--- src/rtl/core/fpa_pkg.sv ---
// Shared types and codes for the fixed-point ALU.
// No dependencies.
package fpa_pkg;

    localparam int MAX_W = 32;

    // operation codes
    localparam logic [3:0] OP_ADD      = 4'd0;
    localparam logic [3:0] OP_SUB      = 4'd1;
    localparam logic [3:0] OP_MUL      = 4'd2;
    localparam logic [3:0] OP_DIV      = 4'd3;
    localparam logic [3:0] OP_GT       = 4'd4;
    localparam logic [3:0] OP_LT       = 4'd5;
    localparam logic [3:0] OP_GE       = 4'd6;
    localparam logic [3:0] OP_LE       = 4'd7;
    localparam logic [3:0] OP_EQ       = 4'd8;
    localparam logic [3:0] OP_NE       = 4'd9;
    localparam logic [3:0] OP_TO_INT   = 4'd10;
    localparam logic [3:0] OP_FROM_INT = 4'd11;

    typedef logic [1:0] t_kind;
    localparam t_kind K_SIMPLE = 2'd0;  // result already final
    localparam t_kind K_MUL    = 2'd1;
    localparam t_kind K_DIV    = 2'd2;

    // classified request, front to back
    typedef struct packed {
        t_kind             kind;
        logic              neg;
        logic              dbz;
        logic              cmp;
        logic [MAX_W-1:0]  res;
        logic [MAX_W-1:0]  mag_a;
        logic [MAX_W-1:0]  mag_b;
    } t_item;

endpackage

--- src/rtl/core/fpa_front.sv ---
// Front end: decodes a request and finishes all but multiply and nonzero divide.
// Depends on fpa_pkg.
module fpa_front #(
    parameter int WORD_BITS     = 32,
    parameter int FRACTION_BITS = 8
) (
    input  logic [3:0]          i_op,
    input  logic [31:0]         i_a,
    input  logic [31:0]         i_b,
    output fpa_pkg::t_item      o_item
);
    import fpa_pkg::*;

    localparam int SH = 32 - WORD_BITS;

    function automatic logic [31:0] sx(input logic [31:0] v);
        return 32'($signed(v << SH) >>> SH);
    endfunction

    logic [31:0] a32, b32;
    logic        lt, eq;

    assign a32 = sx(i_a);
    assign b32 = sx(i_b);
    assign lt  = $signed(a32) < $signed(b32);
    assign eq  = a32 == b32;

    always_comb begin
        o_item       = '0;
        o_item.kind  = K_SIMPLE;
        o_item.neg   = a32[31] ^ b32[31];
        o_item.mag_a = a32[31] ? 32'(32'd0 - a32) : a32;
        o_item.mag_b = b32[31] ? 32'(32'd0 - b32) : b32;
        case (i_op)
            OP_ADD:      o_item.res = sx(a32 + b32);
            OP_SUB:      o_item.res = sx(a32 - b32);
            OP_MUL:      o_item.kind = K_MUL;
            OP_DIV: begin
                if (b32 == '0) begin
                    o_item.dbz = 1'b1;
                end else begin
                    o_item.kind = K_DIV;
                end
            end
            OP_GT:       o_item.cmp = !lt && !eq;
            OP_LT:       o_item.cmp = lt;
            OP_GE:       o_item.cmp = !lt;
            OP_LE:       o_item.cmp = lt || eq;
            OP_EQ:       o_item.cmp = eq;
            OP_NE:       o_item.cmp = !eq;
            OP_TO_INT:   o_item.res = 32'($signed(a32) >>> FRACTION_BITS);
            OP_FROM_INT: o_item.res = sx(a32 << FRACTION_BITS);
            default:     o_item.res = '0;
        endcase
    end

endmodule

--- config.mk ---
export PLATFORM = sky130hd
export DESIGN_NAME = fpa_front
export DESIGN_NICKNAME = d
export VERILOG_FILES = /design/src/rtl/core/fpa_pkg.sv /design/src/rtl/core/fpa_front.sv
export SDC_FILE = /design/constraint.sdc
export NUM_CORES = 1
export LEC_CHECK = 0
export BUFFER_PORTS_ARGS = -buffer_cell sky130_fd_sc_hd__buf_2
export CAP_MARGIN = 40
export CORE_UTILIZATION = 50
export DETAILED_ROUTE_END_ITERATION = 12
export GPL_ROUTABILITY_DRIVEN = 0
export PLACE_DENSITY = 0.81
export SETUP_SLACK_MARGIN = 0.4
export SLEW_MARGIN = 0
export SYNTH_ARGS = -nofsm -noshare
export SYNTH_HDL_FRONTEND = slang
export SYNTH_SLANG_ARGS = --single-unit
--- constraint.sdc ---
create_clock -name vclk -period 3.7
set_input_delay 0.555 -clock vclk [all_inputs]
set_output_delay 0.555 -clock vclk [all_outputs]
set_load 0.02 [all_outputs]
==> results.txt, run 1 <==
Warnings from Yosys = 0
Post-DP HPWL = 20780 µm
Total grt overflow = 92
Fail Step = global routing
Mapped Nets = 973
Number of I/O pins = 169
Combined global-route utilization of all metal layers = 73.36%
Number of cells produced by synthesis = 838
Largest net degree at the start of global routing = 34
Cell taking the most area after synthesis = sky130_fd_sc_hd__ha_1
Distinct cells, synth = 75
Synth Area in XOR/XNOR = 13.88%
Most frequently used cell type in the post-synthesis netlist = sky130_fd_sc_hd__a21oi_1
Largest family of logic cells by synthesized area = compound AO/OA/AOI/OAI gates
Status = stopped before the end
I/O Buffers = 169
Multiplexer share of the synthesized area = 0.7840%
Mapped Avg Cell Area = 6.475 µm²
Die Width = 106.2 µm
Post-synthesis adder-cell area fraction = 15.73%
Total standard cell area after synthesis = 0.005426 mm²
Leading post-synthesis cells by instance count = sky130_fd_sc_hd__a21oi_1, sky130_fd_sc_hd__xnor2_1, sky130_fd_sc_hd__inv_1
Initial standard-cell utilization of the core = 52.10%
First-pass GRT wire length = 64110 µm
Sequential element share of the synthesized area = 0%
Synth area leaders = sky130_fd_sc_hd__ha_1, sky130_fd_sc_hd__xnor2_1, sky130_fd_sc_hd__a21oi_1
Height of the die = 106.2 µm
Simple logic cell fraction of the synthesized area = 25.18%
Proportion of netlist area held by the largest area contributor = 14.99%
Row Count = 37
Placed cell area = 0.008069 mm²
Share of the synthesized area in compound gates (AO/OA/AOI/OAI) = 35.99%
Number of placed instances with taps included = 1284
Number of global-route vias before repair = 10940
Error Message = [ERROR GRT-0116] Global routing finished with congestion. Check the congestion regions in the DRC Viewer.
-- per-stage QoR --
stage,setup TNS [ps],util (%),worst slack (ps)
after floorplan,0,-,248.2
after CTS,-316.3,90.65,-117.7
after global placement,-2205,77.32,-298.4
after detailed placement,-3520,77.47,-353.5
-- logic make-up after synthesis --
family,Yosys count
AO/OA/AOI/OAI,303
AND/OR/NAND/NOR,258
buffers and inverters,120
XOR/XNOR,86
adder cells (fa/ha/maj),67
multiplexers,4
-- layer usage --
| layer | overflow | global-route usage, % |
|---|---|---|
| met1 | 2 | 73.38 |
| met2 | 40 | 92.49 |
| met4 | 48 | 78.97 |
| met5 | 0 | 10.48 |
| met3 | 2 | 52.67 |
-- what timing repair did --
action / CTS
hold buffers: 0
setup buffers: 30
resized for setup: 255
pin swaps: 85
setup endpoints to repair: 54
==> run 2, diff against run 1 <==
--- a/config.mk
+++ b/config.mk
@@ -7,11 +7,10 @@
 export LEC_CHECK = 0
 export BUFFER_PORTS_ARGS = -buffer_cell sky130_fd_sc_hd__buf_2
 export CAP_MARGIN = 40
-export CORE_UTILIZATION = 50
+export CORE_UTILIZATION = 40
 export DETAILED_ROUTE_END_ITERATION = 12
 export GPL_ROUTABILITY_DRIVEN = 0
-export PLACE_DENSITY = 0.81
-export SETUP_SLACK_MARGIN = 0.4
+export PLACE_DENSITY_LB_ADDON = 0.15
 export SLEW_MARGIN = 0
 export SYNTH_ARGS = -nofsm -noshare
 export SYNTH_HDL_FRONTEND = slang
==> constraint.sdc (replaced) <==
create_clock -name vclk -period 4.8
set_input_delay 0.72 -clock vclk [all_inputs]
set_output_delay 0.72 -clock vclk [all_outputs]
set_load 0.02 [all_outputs]
==> run 2 against run 1 <==
Effect of this change: the run now ends clean; area after synthesis is the same; synthesized cell count unchanged.
==> results.txt, run 2 <==
Die Footprint = 0.01404 mm²
Leading post-synthesis cells by instance count = sky130_fd_sc_hd__a21oi_1, sky130_fd_sc_hd__xnor2_1, sky130_fd_sc_hd__inv_1
Average vias per placed instance = 6.198
Proportion of netlist area held by the largest area contributor = 14.99% (unchanged)
Combined global-route utilization of all metal layers = 31.29%
Internal = 0.3119 mW
Worst Hold Class = primary input to primary output
Number of global-route vias before repair = 6470
Sequential element share of the synthesized area = 0% (unchanged)
Type of element launching the critical path = primary input
First-pass GRT wire length = 35090 µm
Total count of hold-check failures in the final report = 0
Average wire per standard cell = 19.94 µm
Power density over cell area = 134.2 mW/mm²
Die Width = 118.5 µm (+12%)
Final Core Density = 49.33%
# diodes = 0
Endpoint kind of the worst setup timing path = primary output
Via count of the routed design = 7202
Worst Path Max Fanout = 6
I/O Buffers = 169 (unchanged)
Total standard cell area after synthesis = 0.005426 mm² (unchanged)
Core Region = 0.01324 mm²
Max capacitance violation total = 0
Number of I/O pins = 169 (unchanged)
Sw Share = 64.42%
IR Drop Worst-Case VDD = 0.00006752 V
Post-cts hold buffer count = 0 (unchanged)
Mapped Nets = 973 (unchanged)
Cell leakage power = 2.924 nW
Initial standard-cell utilization of the core = 40.98% (-11 points)
Status = finished, final reports clean
Final Slew Violations = 0
Synth area leaders = sky130_fd_sc_hd__ha_1, sky130_fd_sc_hd__xnor2_1, sky130_fd_sc_hd__a21oi_1
Kind of critical path = primary input to primary output
Final critical path time including I/O delays and setup = 4540 ps
Distinct cells, synth = 75 (unchanged)
Post-Place Setup Slack = 182.0 ps (+535.5 ps)
Worst-margin pin slew = 630.0 ps
Number of cells produced by synthesis = 838 (unchanged)
RSZ-0062 raised after global routing = no
Sequential cell area = 0 µm²
Row Count = 42 (+14%)
Data required time at the worst endpoint = 4080 ps
Commonest non-fill, non-tap cell in the layout = sky130_fd_sc_hd__buf_2
Number of detailed-route iterations in the first pass = 5
Hold Path Cell Cnt = 2
First-iteration detailed-routing DRC count = 751
DR DRC count = 0
Number of antenna violations at the first check in global routing = 0
Hold endpoint = o_item[32]
Part of the cycle the worst path needs = 94.59%
Fraction of power consumed by the clock network = 0%
Seq pwr share = 0%
Combinational power share = 100.0%
Sum of internal, switching and leakage power = 0.8768 mW
Worst min-delay path startpoint = i_a[0]
Most frequently used cell type in the post-synthesis netlist = sky130_fd_sc_hd__a21oi_1
Cell taking the most area after synthesis = sky130_fd_sc_hd__ha_1
Layout cells sized above 1 = 22.72%
Setup total negative slack = 0 ps
Area Overhead vs Synth = 20.38%
Post-DP HPWL = 18520 µm (-11%)
Reported net switching power = 0.5649 mW
Antenna viol nets, final = 0
Total detailed-routing wirelength = 23170 µm
Number of filler instances in the final layout = 1464
Total grt overflow = 0
Critical path arrival = 3820 ps
F_max = 0.2203 GHz
Most frequent cells in the layout = sky130_fd_sc_hd__buf_2, sky130_fd_sc_hd__a21oi_1, sky130_fd_sc_hd__xnor2_1, sky130_fd_sc_hd__inv_1
Warnings from Yosys = 0 (unchanged)
Worst relative slew slack = 57.82%
Final setup margin = 259.7 ps
Height of the die = 118.5 µm (+12%)
Mapped Avg Cell Area = 6.475 µm² (unchanged)
Clkbuf count = 0
Post-layout nets = 1123
Number of sequential cells = 0
Largest net degree at the start of global routing = 35
Finish-stage setup viols = 0
-- run 2: worst max path at each step --
stage / from / endpoint / slack [ps] / cells after the start
6_report: i_b[0] / o_item[94] / 260 / 13
5_1_grt: i_b[5] / o_item[94] / 30 / 13
4_1_cts: i_a[0] / o_item[94] / 170 / 13
3_5_place_dp: i_a[0] / o_item[94] / 180 / 13
3_3_place_gp: i_a[0] / o_item[94] / 230 / 13
2_1_floorplan: i_a[0] / o_item[94] / 690 / 11
-- run 2: logic make-up (layout without fill, tap and decap cells) --
kind of cell | after synthesis | in the layout | share of synthesized area (%)
AO/OA/AOI/OAI | 303 | 303 | 35.99
AND/OR/NAND/NOR | 258 | 258 | 25.18
buffers and inverters | 120 | 268 | 8.439
XOR/XNOR | 86 | 86 | 13.88
adder cells (fa/ha/maj) | 67 | 67 | 15.73
multiplexers | 4 | 4 | 0.7839
-- run 2: final cells by class --
class	instances	area, µm²	share of cell area (%)
tap	176	220.2	3.371
timing repair buffer	196	1056	16.17
inverter	72	270.3	4.137
multi-input combinational	718	4986	76.33
-- run 2: power groups by stage --
| stage | Clock (mW) | Sequential, mW | Combinational, mW |
|---|---|---|---|
| floorplan | 0 | 0 | 0.560 |
| global placement | 0 | 0 | 0.856 |
| detailed placement | 0 | 0 | 0.853 |
| CTS | 0 | 0 | 0.857 |
| global route | 0 | 0 | 0.936 |
| finish | 0 | 0 | 0.877 |
-- run 2: per-layer routing --
| layer | GRT usage (%) | up-vias | wire length [µm] |
|---|---|---|---|
| met5 | 0 | - | 0 |
| met4 | 13.69 | 0 | 1077 |
| met1 | 41.12 | 3370 | 9705 |
| li1 | - | 3379 | - |
| met2 | 51.43 | 394 | 10380 |
| met3 | 3.475 | 59 | 2000 |
-- run 2: repair_timing --
item,CTS,global route
setup buffers,0,0
gates resized for setup,0,2
endpoints found under the setup margin,0,1
-- run 2: critical path: stages --
cell	delay, ps
sky130_fd_sc_hd__buf_2	140
sky130_fd_sc_hd__ha_1	210
sky130_fd_sc_hd__fa_1	370
sky130_fd_sc_hd__nor2b_1	170
sky130_fd_sc_hd__o221ai_2	260
sky130_fd_sc_hd__a211oi_1	130
sky130_fd_sc_hd__or3_1	370
sky130_fd_sc_hd__a31o_2	290
sky130_fd_sc_hd__a31oi_1	280
sky130_fd_sc_hd__o221ai_1	190
sky130_fd_sc_hd__xnor2_1	160
sky130_fd_sc_hd__a221o_1	370
sky130_fd_sc_hd__buf_2	170
-- run 2: through the flow --
stage | cell area (µm²) | hold slack (ps) | std cells
floorplan | 5426 | 1517 | 838
global placement | 6505 | 1719 | 1161
detailed placement | 6520 | 1723 | 1162
CTS | 6520 | 1723 | 1162
global route | 6533 | 1727 | 1162
finish | 6533 | 1722 | 1162
Note: power is estimated with default switching activity, not from simulation.
