File: config.mk
export PLATFORM = sky130hd
export DESIGN_NAME = fpa_queue
export DESIGN_NICKNAME = d
export VERILOG_FILES = /design/src/rtl/core/fpa_pkg.sv /design/src/rtl/core/fpa_queue.sv
export SDC_FILE = /design/constraint.sdc
export NUM_CORES = 1
export LEC_CHECK = 0
export ABC_AREA = 0
export BUFFER_PORTS_ARGS = -buffer_cell sky130_fd_sc_hd__buf_2
export CORE_MARGIN = 1.5
export CORE_UTILIZATION = 57
export DETAILED_ROUTE_END_ITERATION = 10
export PLACE_DENSITY = 0.85
export SLEW_MARGIN = 20
export SYNTH_ARGS = -nofsm -noshare
export SYNTH_HDL_FRONTEND = slang
export SYNTH_SLANG_ARGS = --single-unit
File: constraint.sdc
create_clock -name i_clk -period 10.3 [get_ports i_clk]
set_input_delay 2.575 -clock i_clk [delete_from_list [all_inputs] [get_ports i_clk]]
set_output_delay 2.575 -clock i_clk [all_outputs]
set_load 0.01 [all_outputs]
File: src/rtl/core/fpa_pkg.sv
// Shared types and codes for the fixed-point ALU.
// No dependencies.
package fpa_pkg;

    localparam int MAX_W = 32;

    // operation codes
    localparam logic [3:0] OP_ADD      = 4'd0;
    localparam logic [3:0] OP_SUB      = 4'd1;
    localparam logic [3:0] OP_MUL      = 4'd2;
    localparam logic [3:0] OP_DIV      = 4'd3;
    localparam logic [3:0] OP_GT       = 4'd4;
    localparam logic [3:0] OP_LT       = 4'd5;
    localparam logic [3:0] OP_GE       = 4'd6;
    localparam logic [3:0] OP_LE       = 4'd7;
    localparam logic [3:0] OP_EQ       = 4'd8;
    localparam logic [3:0] OP_NE       = 4'd9;
    localparam logic [3:0] OP_TO_INT   = 4'd10;
    localparam logic [3:0] OP_FROM_INT = 4'd11;

    typedef logic [1:0] t_kind;
    localparam t_kind K_SIMPLE = 2'd0;  // result already final
    localparam t_kind K_MUL    = 2'd1;
    localparam t_kind K_DIV    = 2'd2;

    // classified request, front to back
    typedef struct packed {
        t_kind             kind;
        logic              neg;
        logic              dbz;
        logic              cmp;
        logic [MAX_W-1:0]  res;
        logic [MAX_W-1:0]  mag_a;
        logic [MAX_W-1:0]  mag_b;
    } t_item;

endpackage

File: src/rtl/core/fpa_queue.sv
// Two-entry queue between front and back ends.
// Depends on fpa_pkg.
module fpa_queue (
    input  logic           i_clk,
    input  logic           i_rst_n,
    input  logic           i_push,
    input  fpa_pkg::t_item i_item,
    output logic           o_full,
    input  logic           i_pop,
    output logic           o_valid,
    output fpa_pkg::t_item o_item
);
    import fpa_pkg::*;

    t_item       r_mem [2];
    logic        r_wp, r_rp;
    logic [1:0]  r_cnt;
    logic        do_push, do_pop;

    assign o_full  = r_cnt == 2'd2;
    assign o_valid = r_cnt != 2'd0;
    assign o_item  = r_mem[r_rp];
    assign do_push = i_push && !o_full;
    assign do_pop  = i_pop && o_valid;

    always_ff @(posedge i_clk) begin
        if (!i_rst_n) begin
            r_wp  <= 1'b0;
            r_rp  <= 1'b0;
            r_cnt <= 2'd0;
        end else begin
            if (do_push) r_wp <= !r_wp;
            if (do_pop)  r_rp <= !r_rp;
            r_cnt <= 2'(r_cnt + 2'(do_push) - 2'(do_pop));
        end
    end

    always_ff @(posedge i_clk) begin
        if (do_push) r_mem[r_wp] <= i_item;
    end

endmodule

==> results of run 1 <==
[synth_stat cells]
cell | number | area share
mux2_4 | 90 | 0.17
nand2b_1 | 2 | 0.0016
and2_1 | 1 | 0.00079
xnor2_1 | 2 | 0.0022
nor2_1 | 4 | 0.0019
buf_6 | 1 | 0.0014
dfxtp_1 | 5 | 0.013
o21a_1 | 1 | 0.00094
and3_1 | 1 | 0.00079
buf_12 | 9 | 0.023
nand2_1 | 2 | 0.00094
buf_2 | 1 | 0.00063
ha_1 | 2 | 0.0031
xor2_1 | 1 | 0.0011
inv_1 | 3 | 0.0014
or2_2 | 1 | 0.00079
mux2_2 | 11 | 0.016
edfxtp_1 | 202 | 0.76
mux2i_1 | 1 | 0.0013
[layout make-up]
type | instances | area (sq um)
Clock inverter | 9 | 76.3
Tap cell | 180 | 225
Sequential cell | 207 | 6170
Timing Repair Buffer | 211 | 1070
Inverter | 3 | 11.3
Clock buffer | 29 | 586
Fill cell | 898 | 4030
Multi-Input combinational cell | 119 | 1610
[worst reg2reg max path, cell delays in order (launching register included)]
cell,delay (ns)
dfxtp_1,0.36
nand2b_1,0.17
and3_4,0.61
buf_4,0.73
[power groups by stage]
stage          Clock [mW]  Combinational [mW]  Sequential [mW]
2_1_floorplan           0               0.456             1.11
3_3_place_gp            0               0.568             1.13
3_5_place_dp            0               0.582             1.14
4_1_cts             0.725               0.585             1.12
5_1_grt             0.758               0.619             1.13
6_report            0.710               0.576             1.12
[routing by layer]
layer,GRT usage,share of wire
met5,0,0.00082
met4,0.0456,0.018
met3,0.0611,0.096
met2,0.313,0.50
met1,0.211,0.38
[cell families after synthesis]
logic type | synth area share
AOI/OAI and AO/OA | 0.000942
xor gates and xnor gates | 0.00330
adders and majority gates | 0.00314
buffers and inverters | 0.0261
DFF | 0.774
muxes | 0.186
and+or+nand+nor | 0.00675
[state kept, by name, summed over array words and instances (netlist names), named ones only]
signal	cells
r_mem	202
r_cnt	2
r_wp	1
r_rp	1
[how the worst min path moves through the flow]
stage,start,to,depth (start not counted)
finish,r_rp$_SDFFE_PN0P_,r_rp$_SDFFE_PN0P_,2
global route,r_rp$_SDFFE_PN0P_,r_rp$_SDFFE_PN0P_,2
CTS,r_rp$_SDFFE_PN0P_,r_rp$_SDFFE_PN0P_,2
detailed placement,r_rp$_SDFFE_PN0P_,r_rp$_SDFFE_PN0P_,2
global placement,r_rp$_SDFFE_PN0P_,r_rp$_SDFFE_PN0P_,2
floorplan,r_wp$_SDFFE_PN0N_,r_wp$_SDFFE_PN0N_,2
[metrics by stage]
stage | util | setup WS (ns)
finish | 0.707 | 4.88
global route | 0.707 | 4.73
CTS | 0.707 | 4.83
detailed placement | 0.659 | 5.33
global placement | 0.659 | 5.37
floorplan | - | 2.87
==> flow_summary_export.csv, run 1 <==
group,metric,value,unit
power_and_ir_drop,p_clk_frac,0.295,
worst_hold_path,worstHoldPathType,"flip-flop to flip-flop",
floorplan,core_area,13800,sq um
yosys,syn_nets,447,
clock_network,cts_resized,0,
critical_path,critPathCapture,"o_item[5]",
sta,finalSetupViolCount,0,
sta,worstMarginPinSlew,1.06,ns
placed_design,portBuffers,207,
placed_design,gp_congestion,0.746,
sta,fin_crit,5.42,ns
power_and_ir_drop,peakVddDrop,0.160,mV
power_and_ir_drop,cellLeakagePower,3.86,nW
yosys,post_synth_num_cell_types,19,
critical_path,path_buf_inv,2,
critical_path,cp.arrival,2.85,ns
power_and_ir_drop,power.internal,1.79,mW
clock_network,tritoncts,"yes",
sta,fin_tns_setup,0,ns
floorplan,fp.dieW,121,um
routing,remaining_drc_errors,0,
critical_path,path_depth,3,
sta,hold_ws,0.540,ns
critical_path,critical_path_class,"flip-flop to output port",
power_and_ir_drop,seqPwrFrac,0.465,
critical_path,startpoint_type,"flip-flop",
routing,drtAntennaViolNets,0,
finish,final_cell_mix,"buf_2, edfxtp_1, mux2_4",
finish,nNetsFinal,670,
floorplan,start_util,0.579,
critical_path,slowest_delay,0.92,ns
placed_design,dp_cells,720,
finish,final_cells,758,
clock_network,clock_latency,0.49,ns
global_route,grt_max_degree,63,
power_and_ir_drop,sw_frac_of_total,0.256,
power_and_ir_drop,power_density,247,nW/um^2
clock_network,cts_buffers,21,
sta,worst_clock_skew,0.0131,ns
clock_network,postCtsHoldBufs,0,
critical_path,r2r_setup_slack,7.99,ns
global_route,grt_overflow_total,0,
power_and_ir_drop,p_sw,0.615,mW
critical_path,r2r_start,"r_cnt[0]$_SDFF_PN0_",
clock_network,htree_levels,1,
sta,grt_setup_unrepaired,"false",
floorplan,die_h,121,um
clock_network,postCtsSetupBuffers,0,
critical_path,worst-r2r-cell-count,3,
sta,slew_violations,0,
global_route,grt_pass1_vias,4054,
floorplan,fp-row-count,43,
routing,wire_per_inst,17.7,um
routing,dr.pass1.iters,5,
routing,dr_total_vias,3840,
sta,fin_crit_sh,0.526,
floorplan,die-area,14700,sq um
clock_network,clockBufferDepth,3,
sta,slew_headroom,0.291,
critical_path,cp_top_family,"buffers and inverters",
yosys,synth_cells,340,
critical_path,r2r-end,"r_mem[1][74]$_DFFE_PP_",
global_route,grt_use_total,0.178,
placed_design,dpl_cell_area,9080,sq um
clock_network,path_clk_slew,0.06,ns
yosys,synth_area,7970,sq um
yosys,ys_seq_area_frac,0.774,
global_route,grt_pass1_wl,20200,um
placed_design,hpwl,8780,um
critical_path,worstSetupEndpointType,"output port",
clock_network,clock-sinks,207,
yosys,synth_area_per_cell,23.4,sq um
power_and_ir_drop,power,2.40,mW
routing,drt_wl_total,13400,um
yosys,synth-seq-cells,207,
critical_path,crit_fanout,62,
power_and_ir_drop,combPwrFrac,0.240,
finish,final_common_cell,"buf_2",
floorplan,io_pins,208,
global_route,antenna_found_initial,1,
routing,avgViaCountPerCell,5.07,
sta,timing.fmax,0.184,GHz
critical_path,worst_path_max_delay_cell,"buf_4",
sta,finalHoldViolCount,0,
finish,fin_area,9740,sq um
yosys,synth_warnings,0,
clock_network,clock-root-buffer,"clkbuf_16",
finish,area_delta_synth_final,22.2,%
routing,drt_iter0_drc,223,
finish,final_layout_size_suffix_gt1_frac,0.599,
critical_path,cp_data_required_time,7.73,ns
outcome,status,"finished clean",
critical_path,crit_chain,"buf_4 -> mux2_2 -> buf_2",
finish,diodes,0,
job,drv_cap,0,
Note: power is estimated with default switching activity, not from simulation.
==> inputs of run 2 (changes only) <==
--- a/config.mk
+++ b/config.mk
@@ -8,9 +8,9 @@
 export ABC_AREA = 0
 export BUFFER_PORTS_ARGS = -buffer_cell sky130_fd_sc_hd__buf_2
 export CORE_MARGIN = 1.5
-export CORE_UTILIZATION = 57
+export CORE_UTILIZATION = 47
 export DETAILED_ROUTE_END_ITERATION = 10
-export PLACE_DENSITY = 0.85
+export PLACE_DENSITY = 0.75
 export SLEW_MARGIN = 20
 export SYNTH_ARGS = -nofsm -noshare
 export SYNTH_HDL_FRONTEND = slang
==> constraint.sdc (replaced) <==
create_clock -name i_clk -period 4.4 [get_ports i_clk]
set_input_delay 1.1 -clock i_clk [delete_from_list [all_inputs] [get_ports i_clk]]
set_output_delay 1.1 -clock i_clk [all_outputs]
set_load 0.01 [all_outputs]
==> flow_summary_export.csv, run 2 (synthesis results as in run 1) <==
group,metric,value,unit
finish,reg.largest.list,"r_mem: 202 flops, r_cnt: 2 flops",
routing,dr.pass1.iters,4,
routing,drt_iter0_drc,185,
power_and_ir_drop,peakVddDrop,0.440,mV
routing,avgViaCountPerCell,4.81,
routing,drt_wl_total,13500,um
global_route,grt_pass1_wl,21000,um
power_and_ir_drop,power_density,584,nW/um^2
placed_design,hpwl,9000,um
placed_design,portBuffers,207,
sta,fin_crit,3.01,ns
sta,slew_violations,0,
critical_path,critPathCapture,"o_item[5]",
clock_network,clockBufferDepth,3,
placed_design,dpl_cell_area,9170,sq um
finish,largest_reg_flops,202,
routing,wire_per_inst,16.9,um
finish,final_layout_size_suffix_gt1_frac,0.599,
routing,dr_total_vias,3850,
global_route,grt_use_total,0.150,
placed_design,pre_cts_slack,1.84,ns
sta,timing.fmax,0.332,GHz
placed_design,gp_congestion,0.710,
sta,worst_clock_skew,0.00719,ns
sta,setup_ws,1.39,ns
clock_network,htree_levels,1,
finish,regMostFlops,"r_mem",
finish,diodes,0,
floorplan,fp.dieW,133,um
global_route,grt_overflow_total,0,
sta,fin_tns_setup,0,ns
floorplan,die-area,17800,sq um
floorplan,die_h,133,um
sta,slew_headroom,0.442,
finish,n_fill_cell,1234,
sta,grt_setup_unrepaired,"false",
floorplan,io_pins,208,
worst_hold_path,worstHoldPathType,"flip-flop to flip-flop",
critical_path,critical_path_class,"flip-flop to output port",
outcome,status,"finished clean",
finish,final_common_cell,"buf_2",
sta,finalHoldViolCount,0,
clock_network,clock-root-buffer,"clkbuf_16",
finish,register_area,6170,sq um
clock_network,clock_latency,0.48,ns
clock_network,path_clk_slew,0.06,ns
critical_path,crit_fanout,37,
critical_path,r2r_start,"r_cnt[0]$_SDFF_PN0_",
clock_network,clock-sinks,207,
global_route,antenna_found_initial,1,
critical_path,worst-r2r-cell-count,3,
floorplan,core_area,16600,sq um
critical_path,r2r-end,"r_mem[1][70]$_DFFE_PP_",
floorplan,start_util,0.481,
critical_path,cp_data_required_time,3.30,ns
finish,nNetsFinal,672,
clock_network,tritoncts,"yes",
clock_network,cts_buffers,22,
finish,multi_input_area,1610,sq um
finish,final_cell_mix,"buf_2, edfxtp_1, mux2_4",
clock_network,cts_resized,0,
routing,remaining_drc_errors,0,
clock_network,postCtsSetupBuffers,0,
critical_path,cp.arrival,1.91,ns
sta,finalSetupViolCount,0,
finish,fin_area,9900,sq um
critical_path,worstSetupEndpointType,"output port",
floorplan,fp-row-count,47,
sta,hold_ws,0.545,ns
global_route,grt_pass1_vias,4154,
sta,fin_crit_sh,0.684,
routing,drtAntennaViolNets,0,
sta,worstMarginPinSlew,0.837,ns
clock_network,postCtsHoldBufs,0,
finish,area_delta_synth_final,24.2,%
critical_path,startpoint_type,"flip-flop",
job,drv_cap,0,
power_and_ir_drop,cellLeakagePower,3.90,nW
global_route,grt_max_degree,65,
critical_path,r2r_setup_slack,2.51,ns
[run 2: cell count changes in the layout (fill, tap and decap cells not counted), sizes merged]
cell / before / now
bufinv: 1 / 3
clkbuf: 29 / 26
clkinv: 6 / 9
buf: 211 / 212
inv: 4 / 3
clkinvlp: 1 / 2
[run 2: where the power goes]
group	total [mW]	internal (mW)	switching, mW	leakage, nW
clock	1.81	1.13	0.687	0.351
combinational	1.41	0.719	0.694	1.62
sequential	2.55	2.48	0.0711	1.93
[run 2: final cells by class]
type                            count  share of cell area
Clock buffer                       26              0.0593
Clock inverter                     14              0.0148
Inverter                            3             0.00114
Multi-Input combinational cell    119               0.163
Sequential cell                   207               0.623
Tap cell                          220              0.0278
Timing Repair Buffer              212               0.111
[run 2: per-stage QoR]
stage | cells | power (mW) | utilization
global route | 801 | 6.04 | 0.597
detailed placement | 761 | 4.03 | 0.553
CTS | 801 | 5.86 | 0.597
finish | 801 | 5.78 | 0.597
floorplan | 340 | 3.66 | -
global placement | 761 | 3.99 | 0.553
[run 2: worst min path at each step]
stage                       from                end  slack [ns]  depth (start not counted)
2_1_floorplan  r_wp$_SDFFE_PN0N_  r_wp$_SDFFE_PN0N_        0.47                          2
4_1_cts        r_rp$_SDFFE_PN0P_  r_rp$_SDFFE_PN0P_        0.54                          2
3_5_place_dp   r_rp$_SDFFE_PN0P_  r_rp$_SDFFE_PN0P_        0.53                          2
6_report       r_wp$_SDFFE_PN0N_  r_wp$_SDFFE_PN0N_        0.54                          2
5_1_grt        r_wp$_SDFFE_PN0N_  r_wp$_SDFFE_PN0N_        0.56                          2
3_3_place_gp   r_rp$_SDFFE_PN0P_  r_rp$_SDFFE_PN0P_        0.50                          2
[run 2: routing by layer]
| metal | global-route usage | routed length (um) | up-vias |
|---|---|---|---|
| li1 | - | - | 1792 |
| met1 | 0.166 | 5090 | 1861 |
| met2 | 0.270 | 6890 | 166 |
| met3 | 0.0537 | 1230 | 29 |
| met4 | 0.0477 | 297 | 2 |
| met5 | 0 | 13 | - |
[run 2: worst max-delay path, cell delays in order, from the launching register on]
cell,delay (ns)
dfxtp_4,0.35
buf_4,0.51
mux2_2,0.41
buf_2,0.14
